--- src/sv/lpwd_pkg.sv ---
// shared types and constants for the length-prefixed word deframer
`timescale 1ns / 1ps

package lpwd_pkg;

	// fixed field widths
	localparam int BYTE_W       = 8;
	localparam int LEN_W        = 28;
	localparam int ACC_W        = 28;
	localparam int DEF_LEN_BITS = 28;

	// prefix classification: first byte masks and match values
	localparam logic [BYTE_W-1:0] PFX2_MASK  = 8'hc0;
	localparam logic [BYTE_W-1:0] PFX2_MATCH = 8'h80;
	localparam logic [BYTE_W-1:0] PFX3_MASK  = 8'he0;
	localparam logic [BYTE_W-1:0] PFX3_MATCH = 8'hc0;

	// length bits kept from the first byte of each prefix form
	localparam logic [BYTE_W-1:0] LEN1_MASK = 8'h7f;
	localparam logic [BYTE_W-1:0] LEN2_MASK = 8'h3f;
	localparam logic [BYTE_W-1:0] LEN3_MASK = 8'h1f;
	localparam logic [BYTE_W-1:0] LEN4_MASK = 8'h0f;

	// number of prefix bytes that follow the first one
	localparam logic [1:0] MORE_PFX2 = 2'd1;
	localparam logic [1:0] MORE_PFX3 = 2'd2;
	localparam logic [1:0] MORE_PFX4 = 2'd3;

	typedef enum logic [1:0] {
		PH_PREFIX0 = 2'd0,
		PH_PREFIXN = 2'd1,
		PH_PAYLOAD = 2'd2
	} lpwd_phase_t;

	typedef enum logic {
		KIND_PAYLOAD = 1'b0,
		KIND_EOS     = 1'b1
	} lpwd_kind_t;

	typedef struct packed {
		lpwd_kind_t        kind;
		logic [BYTE_W-1:0] payload;
		logic              first_of_word;
		logic              last_of_word;
		logic [LEN_W-1:0]  word_length;
	} lpwd_word_t;

endpackage

--- src/sv/lpwd_if.sv ---
// valid/ready channel interfaces for received bytes and deframed words
`timescale 1ns / 1ps

interface lpwd_byte_if;
	logic                        valid;
	logic                        ready;
	logic [lpwd_pkg::BYTE_W-1:0] data_byte;

	modport source (output valid, output data_byte, input ready);
	modport sink   (input valid, input data_byte, output ready);
endinterface

interface lpwd_word_if;
	logic                        valid;
	logic                        ready;
	logic                        kind;
	logic [lpwd_pkg::BYTE_W-1:0] payload;
	logic                        first_of_word;
	logic                        last_of_word;
	logic [lpwd_pkg::LEN_W-1:0]  word_length;

	modport source (output valid, output kind, output payload, output first_of_word,
		output last_of_word, output word_length, input ready);
	modport sink   (input valid, input kind, input payload, input first_of_word,
		input last_of_word, input word_length, output ready);
endinterface

--- src/sv/lpwd_decoder.sv ---
// prefix decoding state machine and per-byte result generation
`timescale 1ns / 1ps

module lpwd_decoder #(
	parameter int LEN_BITS = lpwd_pkg::DEF_LEN_BITS
) (
	input  logic                        clk,
	input  logic                        arst_n,
	input  logic                        accept,
	input  logic [lpwd_pkg::BYTE_W-1:0] data_byte,
	output logic                        res_valid,
	output lpwd_pkg::lpwd_word_t        res
);

	lpwd_pkg::lpwd_phase_t       phase_q, phase_d;
	logic [1:0]                  prefix_left_q, prefix_left_d;
	logic [lpwd_pkg::ACC_W-1:0]  length_acc_q, length_acc_d;
	logic [LEN_BITS-1:0]         payload_left_q, payload_left_d;
	logic [LEN_BITS-1:0]         held_length_q, held_length_d;
	logic                        at_word_start_q, at_word_start_d;

	logic                        len_done;
	logic [LEN_BITS-1:0]         done_len;
	logic                        last;

	// state registers, updated on each accepted request
	always_ff @(posedge clk or negedge arst_n) begin
		if (!arst_n) begin
			phase_q         <= lpwd_pkg::PH_PREFIX0;
			prefix_left_q   <= '0;
			length_acc_q    <= '0;
			payload_left_q  <= '0;
			held_length_q   <= '0;
			at_word_start_q <= 1'b1;
		end else if (accept) begin
			phase_q         <= phase_d;
			prefix_left_q   <= prefix_left_d;
			length_acc_q    <= length_acc_d;
			payload_left_q  <= payload_left_d;
			held_length_q   <= held_length_d;
			at_word_start_q <= at_word_start_d;
		end
	end

	// next state and result for the byte on the input
	always_comb begin
		phase_d         = phase_q;
		prefix_left_d   = prefix_left_q;
		length_acc_d    = length_acc_q;
		payload_left_d  = payload_left_q;
		held_length_d   = held_length_q;
		at_word_start_d = at_word_start_q;
		len_done        = 1'b0;
		done_len        = '0;
		last            = 1'b0;
		res_valid       = 1'b0;
		res             = '0;

		case (phase_q)
			lpwd_pkg::PH_PAYLOAD: begin
				last              = (payload_left_q <= LEN_BITS'(1));
				res_valid         = 1'b1;
				res.kind          = lpwd_pkg::KIND_PAYLOAD;
				res.payload       = data_byte;
				res.first_of_word = at_word_start_q;
				res.last_of_word  = last;
				res.word_length   = lpwd_pkg::LEN_W'(held_length_q);
				at_word_start_d   = 1'b0;
				if (last) begin
					payload_left_d  = '0;
					phase_d         = lpwd_pkg::PH_PREFIX0;
					at_word_start_d = 1'b1;
				end else begin
					payload_left_d = payload_left_q - LEN_BITS'(1);
				end
			end
			lpwd_pkg::PH_PREFIXN: begin
				length_acc_d  = {length_acc_q[lpwd_pkg::ACC_W-lpwd_pkg::BYTE_W-1:0], data_byte};
				prefix_left_d = prefix_left_q - 2'd1;
				if (prefix_left_d == 2'd0) begin
					len_done = 1'b1;
					done_len = length_acc_d[LEN_BITS-1:0];
				end
			end
			default: begin
				// first prefix byte; its top bits select the prefix form
				if (!data_byte[lpwd_pkg::BYTE_W-1]) begin
					len_done = 1'b1;
					done_len = LEN_BITS'(data_byte & lpwd_pkg::LEN1_MASK);
				end else begin
					phase_d = lpwd_pkg::PH_PREFIXN;
					if ((data_byte & lpwd_pkg::PFX2_MASK) == lpwd_pkg::PFX2_MATCH) begin
						length_acc_d  = lpwd_pkg::ACC_W'(data_byte & lpwd_pkg::LEN2_MASK);
						prefix_left_d = lpwd_pkg::MORE_PFX2;
					end else if ((data_byte & lpwd_pkg::PFX3_MASK) == lpwd_pkg::PFX3_MATCH) begin
						length_acc_d  = lpwd_pkg::ACC_W'(data_byte & lpwd_pkg::LEN3_MASK);
						prefix_left_d = lpwd_pkg::MORE_PFX3;
					end else begin
						length_acc_d  = lpwd_pkg::ACC_W'(data_byte & lpwd_pkg::LEN4_MASK);
						prefix_left_d = lpwd_pkg::MORE_PFX4;
					end
				end
			end
		endcase

		// complete length: zero ends the sentence, otherwise start the payload
		if (len_done) begin
			prefix_left_d   = '0;
			at_word_start_d = 1'b1;
			if (done_len == '0) begin
				phase_d   = lpwd_pkg::PH_PREFIX0;
				res_valid = 1'b1;
				res.kind  = lpwd_pkg::KIND_EOS;
			end else begin
				held_length_d  = done_len;
				payload_left_d = done_len;
				phase_d        = lpwd_pkg::PH_PAYLOAD;
			end
		end
	end

endmodule

--- src/sv/length_prefixed_word_deframer.sv ---
// length-prefixed word deframer: byte stream in, payload bytes and sentence ends out
// an accepted byte's result is registered in the output register
// throughput: one byte per cycle unless a waiting result is not drained; the decoder state updates per accepted byte
// a new byte is taken while a result waits, as long as the output is drained that cycle
// prefix bytes give no result; a zero-length word gives one sentence-end result
// reset: asynchronous, active low; expects a first prefix byte and clears the output
`timescale 1ns / 1ps

module length_prefixed_word_deframer #(
	parameter int LEN_BITS = lpwd_pkg::DEF_LEN_BITS
) (
	input  logic        clk,
	input  logic        arst_n,
	lpwd_byte_if.sink   bytes,
	lpwd_word_if.source words
);

	logic                 accept;
	logic                 res_valid;
	lpwd_pkg::lpwd_word_t res;
	logic                 out_valid_q;
	lpwd_pkg::lpwd_word_t out_item_q;

	// take a request when the output register is free or being drained
	assign bytes.ready = !out_valid_q || words.ready;
	assign accept      = bytes.valid && bytes.ready;

	lpwd_decoder #(
		.LEN_BITS (LEN_BITS)
	) u_decoder (
		.clk       (clk),
		.arst_n    (arst_n),
		.accept    (accept),
		.data_byte (bytes.data_byte),
		.res_valid (res_valid),
		.res       (res)
	);

	// output valid flag
	always_ff @(posedge clk or negedge arst_n) begin
		if (!arst_n) begin
			out_valid_q <= 1'b0;
		end else if (accept) begin
			out_valid_q <= res_valid;
		end else if (words.ready) begin
			out_valid_q <= 1'b0;
		end
	end

	// output word register: kind, payload, word flags and length
	always_ff @(posedge clk) begin
		if (accept && res_valid) begin
			out_item_q <= res;
		end
	end

	assign words.valid         = out_valid_q;
	assign words.kind          = out_item_q.kind;
	assign words.payload       = out_item_q.payload;
	assign words.first_of_word = out_item_q.first_of_word;
	assign words.last_of_word  = out_item_q.last_of_word;
	assign words.word_length   = out_item_q.word_length;

endmodule

--- src/flat_wrapper.sv ---
// flat-port wrapper written by rule: the top's interface ports become plain ports
module length_prefixed_word_deframer_flat 
#(
	parameter int LEN_BITS = lpwd_pkg::DEF_LEN_BITS
)
  (clk, arst_n, bytes_valid, bytes_data_byte, bytes_ready, words_valid, words_kind, words_payload, words_first_of_word, words_last_of_word, words_word_length, words_ready);
  lpwd_byte_if bytes_i ();
  lpwd_word_if words_i ();
  input  logic clk;
  input  logic arst_n;
  input wire logic [$bits(bytes_i.valid)-1:0] bytes_valid;
  input wire logic [$bits(bytes_i.data_byte)-1:0] bytes_data_byte;
  output wire logic [$bits(bytes_i.ready)-1:0] bytes_ready;
  output wire logic [$bits(words_i.valid)-1:0] words_valid;
  output wire logic [$bits(words_i.kind)-1:0] words_kind;
  output wire logic [$bits(words_i.payload)-1:0] words_payload;
  output wire logic [$bits(words_i.first_of_word)-1:0] words_first_of_word;
  output wire logic [$bits(words_i.last_of_word)-1:0] words_last_of_word;
  output wire logic [$bits(words_i.word_length)-1:0] words_word_length;
  input wire logic [$bits(words_i.ready)-1:0] words_ready;
  assign bytes_i.valid = bytes_valid;
  assign bytes_i.data_byte = bytes_data_byte;
  assign bytes_ready = bytes_i.ready;
  assign words_valid = words_i.valid;
  assign words_kind = words_i.kind;
  assign words_payload = words_i.payload;
  assign words_first_of_word = words_i.first_of_word;
  assign words_last_of_word = words_i.last_of_word;
  assign words_word_length = words_i.word_length;
  assign words_i.ready = words_ready;
  length_prefixed_word_deframer #(.LEN_BITS(LEN_BITS)) u_core (.clk(clk), .arst_n(arst_n), .bytes(bytes_i), .words(words_i));
endmodule
--- config.mk ---
export PLATFORM = sky130hd
export DESIGN_NAME = length_prefixed_word_deframer_flat
export DESIGN_NICKNAME = d
export VERILOG_FILES = /design/src/sv/lpwd_pkg.sv /design/src/sv/lpwd_if.sv /design/src/sv/lpwd_decoder.sv /design/src/sv/length_prefixed_word_deframer.sv /design/src/flat_wrapper.sv
export SDC_FILE = /design/constraint.sdc
export NUM_CORES = 1
export LEC_CHECK = 0
export BUFFER_PORTS_ARGS = -buffer_cell sky130_fd_sc_hd__buf_2
export CORE_MARGIN = 2
export CORE_UTILIZATION = 45
export DETAILED_ROUTE_END_ITERATION = 7
export PLACE_DENSITY = 0.63
export SYNTH_ARGS = -nofsm -noshare
export SYNTH_HDL_FRONTEND = slang
export SYNTH_HIERARCHICAL = 1
export SYNTH_SLANG_ARGS = --single-unit
--- constraint.sdc ---
create_clock -name clk -period 3.97 [get_ports clk]
set_input_delay 0.794 -clock clk [delete_from_list [all_inputs] [get_ports clk]]
set_output_delay 0.794 -clock clk [all_outputs]
set_load 0.005 [all_outputs]
Word level (Yosys, flattened, before mapping)

Index checks and enable logic that the tools add are counted.
Widths: inputs -> output; s select.

Register bits: 121
Bits of input ports: 12
Output and inout bits: 41
Logic and storage cells: 74

Add/sub/neg operators: 2
$lt $le $gt $ge: 1
Equal/unequal tests: 7
Mux-type cells: 34
Bitwise gates (word level): 2
Reductions and logical operators: 16

Operators with widths:

| kind                  | number |
|---|---|
| $mux 28               | 5 |
| $pmux 28 s2           | 1 |
| $pmux 20 s2           | 1 |
| $le 28x1->1 const B   | 1 |
| $logic_not 28->1      | 1 |
| $sub 28x1->28 const B | 1 |
| $mux 20               | 1 |
| $mux 2                | 7 |
| $mux 1                | 13 |
| $reduce_and 3->1      | 3 |
| $pmux 2 s2            | 2 |
| $mux 7                | 1 |
| $mux 6                | 1 |
| $reduce_bool 2->1     | 3 |
| $reduce_bool 3->1     | 2 |
| $mux 5                | 1 |
| $eq 2x2->1 const B    | 2 |
| $ne 2x2->1 const B    | 2 |
| $reduce_and 4->1      | 1 |
| $eq 3x3->1 const B    | 1 |
| $ne 3x3->1 const B    | 1 |
| $eq 2x1->1 const B    | 1 |
| $logic_and 1x1->1     | 2 |
| $logic_not 2->1       | 1 |
| 6 further kinds       | 7 |

Depth between registers and ports, before layout

Depth in word-level cells: 8
Mapped depth: 10
Mapped depth without buffers: 8

Hierarchy

The synthesis kept the hierarchy.

By module, submodules not included:

| module                        | times used | cells each | area an instance (um^2) | seq. area each (um^2) |
|---|---|---|---|---|
| lpwd_decoder                  | 1          | 490        | 4536.9                  | 2028.2 |
| length_prefixed_word_deframer | 1          | 45         | 1239.9                  | 1196.1 |

Worst setup path after synthesis

OpenSTA, ideal clock, no wires.

Path kind: in2reg
From: input bytes_data_byte[7]
To: register u_core.out_item_q (netlist bit u_core/words.first_of_word) (enable)
Data arrival time: 2.474 ns
Path slack: 1.113 ns
Stages: 7
Path buffers: 0
Path through: nor4_1 -> and3_1 -> a21oi_1 -> nor4b_1 -> or2_2 -> nand2_1 -> nor2b_4

Word-level cells in the longest chain between the ends: 6

Ends and longest elaborated chain:

| element                           | line                                   | RTL |
|---|---|---|
| start: declaration                | flat_wrapper.sv:12                     | `input wire logic [$bits(bytes_i.data_byte)-1:0] bytes_data_byte;` |
| $mux 7 or $mux 28 (tied branches) | lpwd_decoder.sv:87, lpwd_decoder.sv:80 |  |
| $pmux 28 s2                       | lpwd_decoder.sv:59                     | `case (phase_q)` |
| $logic_not 28->1                  | lpwd_decoder.sv:110                    | `if (done_len == '0) begin` |
| $mux 1                            | lpwd_decoder.sv:110                    |  |
| $mux 1 *                          | lpwd_decoder.sv:107                    | `if (len_done) begin` |
| via u_core.res_valid              | length_prefixed_word_deframer.sv:19    | `logic res_valid;` |
| $logic_and 1x1->1 *               | length_prefixed_word_deframer.sv:52    | `if (accept && res_valid) begin` |
| end signal: assignment            | length_prefixed_word_deframer.sv:53    | `out_item_q <= res;` |
| end: declaration                  | length_prefixed_word_deframer.sv:22    | `lpwd_pkg::lpwd_word_t out_item_q;` |

The timed path passes the listed nets; every way through them passes the cells marked *.
A chain may end at the register's enable or synchronous reset.

Worst setup path in the final report

From: register u_core/u_decoder/length_acc_q[6] (netlist bit)
To: register u_core.out_item_q (netlist bit u_core/words.last_of_word) (enable)

Word-level cells in the longest chain between the ends: 6

Ends and longest elaborated chain:

| element                  | line                                | RTL |
|---|---|---|
| start: declaration       | lpwd_decoder.sv:17                  | `logic [lpwd_pkg::ACC_W-1:0] length_acc_q, length_acc_d;` |
| start signal: assignment | lpwd_decoder.sv:38                  | `length_acc_q <= length_acc_d;` |
| $mux 28                  | lpwd_decoder.sv:80                  | `if (prefix_left_d == 2'd0) begin` |
| $pmux 28 s2              | lpwd_decoder.sv:59                  |  |
| $logic_not 28->1         | lpwd_decoder.sv:110                 |  |
| $mux 1                   | lpwd_decoder.sv:110                 |  |
| $mux 1                   | lpwd_decoder.sv:107                 |  |
| via u_core.res_valid     | length_prefixed_word_deframer.sv:19 |  |
| $logic_and 1x1->1        | length_prefixed_word_deframer.sv:52 |  |

The timed path passes the listed nets, and every way through them passes these cells.

==> metrics.yaml <==
critical_path:
  crit_start: "u_core/u_decoder/length_acc_q[6]$_DFFE_PN0P_"
  cp.depth: 8
  critPathMaxStageDelay_ps: 570
  path_delay_family: "simple AND/OR/NAND/NOR gates"
  startpoint_type: "flip-flop"
  crit_end: "u_core/words.last_of_word$_DFFE_PP_"
  cp_data_required_time_ps: 4020
  reg2reg_from: "u_core/u_decoder/length_acc_q[6]$_DFFE_PN0P_"
  cp-end-kind: "flip-flop"
  worstPathMaxFanout: 39
  crit_arrival_ps: 3000
  crit_buf_inv: 1
  worst_r2r_endpoint: "u_core/words.last_of_word$_DFFE_PP_"
  r2r_slack_ps: 1030
  r2r_cells: 8
  critPathSlowestCell: "or4_1"
  crit_type: "flip-flop to flip-flop"
  path_cells: "or4_1, nor2_1, a21oi_1, nor4b_1, or2_2, nand2_1, nor2b_4, buf_4"
sta:
  fmax_mhz: 340
  rsz0062_at_grt: "false"
  worstMarginPinSlew_ps: 1080
  period_share_pct: 74.1
  fin_crit_ps: 2940
  clock_skew_ps: 6.74
  slew_headroom_pct: 27.7
  setup_viol: 0
  tns_ps: 0
  hold_viol: 0
  drv_slew: 0
synth:
  synthTopCellsByArea: "dfrtp_1 35%, edfxtp_1 20%, and2_1 4.9%"
  yosysTopAreaCell: "dfrtp_1"
  syn-num-nets: 553
  yosysUniqueCellTypes: 58
  synth-warning-count: 6
  synth_most_common_cell: "dfrtp_1"
  netlist_area_um2: 5780
  synth_cells: 535
  synth_area_per_cell_um2: 10.8
  synth_top_area_share_pct: 35.1
  synthArstFlopShare_pct: 67.8
  synth_edf_count: 39
  synth-seq-cells: 121
  synth_common_cells: "81 x dfrtp_1, 52 x nand2_1, 45 x and2_1, 39 x edfxtp_1, 30 x clkbuf_1"
  synth-main-ff-cell: "dfrtp_1"
  ys_seq_area_share_pct: 55.8
cells_and_area:
  area_growth_syn_to_layout_pct: 18.6
  antennaDiodeCount: 0
  drive_gt1_share_pct: 19.7
  multi_input_area_um2: 2360
  design_area_um2: 6850
  ff_latch_area_um2: 3220
  fill_cells: 1088
  finalNetCount: 604
route:
  drtIter0Drc: 463
  drt_pass1_iterations: 5
  routed_wl_mm: 14.2
  route.vias.total: 4457
  route.detailed.wl_per_inst_um: 18.4
  via_per_inst: 5.78
  drc: 0
  drtAntennaViolNets: 0
floorplan:
  start_util_pct: 46.0
  die_h_um: 117
  die_x_um: 117
  num_rows: 41
  ios: 53
  core_um2: 12600
  fp.dieArea_um2: 13800
clock_network:
  cts_made_buffers: 17
  clk_latency_ps: 420
  clockBufferDepth: 2
  ctsHoldBuffers: 0
  htree_levels: 4
  cts_root_buf: "clkbuf_16"
  cts_tree: "built"
  postCtsResizedCells: 0
  post_cts_buffers: 0
  clk_pin_slew_worst_paths_ps: 50
  cts_sinks: 121
grt:
  groute.usage.overall_pct: 21.9
  grt_pass1_vias: 4364
  overflow: 0
  grt_pass1_wl_mm: 23.3
  grt_start_max_net_pins: 83
  antenna_found_initial: 0
placement:
  io_buffer_count: 52
  gp_congestion: 0.906
  post-dp-hpwl_mm: 9.76
  post_dp_cell_area_um2: 6230
power_and_ir_drop:
  vdd_drop_max_v: 0.000341
  p_total_mw: 5.24
  power_density_nw_per_um2: 765
  cellLeakagePower_nw: 3.11
worst_hold_path:
  hp-class: "flip-flop to flip-flop"
flow_run:
  maxCapViolations: 0
status:
  status: "finished clean"
==> sequential cells by signal (all words and copies together) (netlist names) <==
name and flops:
u_core/u_decoder/held_length_q 28, u_core/words.valid 1, u_core/words.kind 1, u_core/words.payload 8, u_core/words.word_length 28, u_core/u_decoder/prefix_left_q 2
u_core/words.last_of_word 1, u_core/u_decoder/phase_q 2, u_core/u_decoder/payload_left_q 28, u_core/u_decoder/at_word_start_q 1, u_core/words.first_of_word 1, u_core/u_decoder/length_acc_q 20
==> logic make-up after synthesis <==
group	after synthesis	synth area share [%]
AOI/OAI and AO/OA	112	15.2
adders and majority gates	6	1.30
DFF	121	55.8
muxes	11	2.10
buffers and inverters	51	3.38
and+or+nand+nor	234	22.2
==> per-stage QoR <==
stage	util [%]	hold slack (ps)	setup slack [ps]	cells
after floorplan	-	440	1110	535
after CTS	54.5	478	987	771
final	54.5	476	1030	771
after detailed placement	49.6	464	632	739
after global routing	54.5	494	763	771
after global placement	49.6	454	762	739
==> power by group <==
group | total [mW] | switching [mW] | internal (mW)
registers | 2.06 | 0.371 | 1.69
logic | 1.58 | 0.926 | 0.651
clock network | 1.60 | 0.540 | 1.06
==> cells in the final DEF (no fill, tap or decap), types with 8 or more instances in the layout <==
master	netlist	routed
edfxtp_1	39	39
nand2_1	52	52
buf_4	0	16
or4_1	8	8
dfrtp_1	81	81
nor4_1	17	17
and2_1	45	45
a22o_1	14	14
clkbuf_16	0	17
mux2_2	9	9
buf_2	3	51
o31ai_1	16	16
o21ai_0	13	13
nor2_1	25	25
a21o_1	12	12
inv_1	16	16
nand3_1	21	21
nor3_1	20	20
a221o_1	16	16
==> cell type report <==
cell class              instances  share of cell area (%)
well taps                     172                    3.14
inverters                      16                   0.877
flip-flops and latches        121                    47.1
multi-input cells             363                    34.4
clock inverters                14                    2.61
clock buffers                  18                    6.41
repair buffers                 67                    5.48
==> per-layer routing <==
layer / up-vias / track usage [%] / wire (um)
met5: - / 0 / 0
met4: 0 / 10.2 / 402
met3: 33 / 6.27 / 900
met2: 142 / 31.5 / 6330
met1: 2178 / 30.7 / 6560
li1: 2104 / - / -
==> how the worst min path moves through the flow <==
| stage | startpoint | end | slack (ps) | cells after the start |
|---|---|---|---|---|
| detailed placement | u_core/u_decoder/held_length_q[26]$_DFFE_PN0P_ | u_core/u_decoder/held_length_q[26]$_DFFE_PN0P_ | 460 | 1 |
| global placement | u_core/u_decoder/held_length_q[19]$_DFFE_PN0P_ | u_core/u_decoder/held_length_q[19]$_DFFE_PN0P_ | 450 | 1 |
| CTS | u_core/u_decoder/held_length_q[26]$_DFFE_PN0P_ | u_core/u_decoder/held_length_q[26]$_DFFE_PN0P_ | 480 | 1 |
| floorplan | u_core/u_decoder/length_acc_q[18]$_DFFE_PN0P_ | u_core/u_decoder/length_acc_q[18]$_DFFE_PN0P_ | 440 | 2 |
| global route | u_core/u_decoder/held_length_q[15]$_DFFE_PN0P_ | u_core/u_decoder/held_length_q[15]$_DFFE_PN0P_ | 490 | 1 |
| finish | u_core/u_decoder/held_length_q[18]$_DFFE_PN0P_ | u_core/u_decoder/held_length_q[18]$_DFFE_PN0P_ | 480 | 1 |
(Power assumes the default switching activity.)
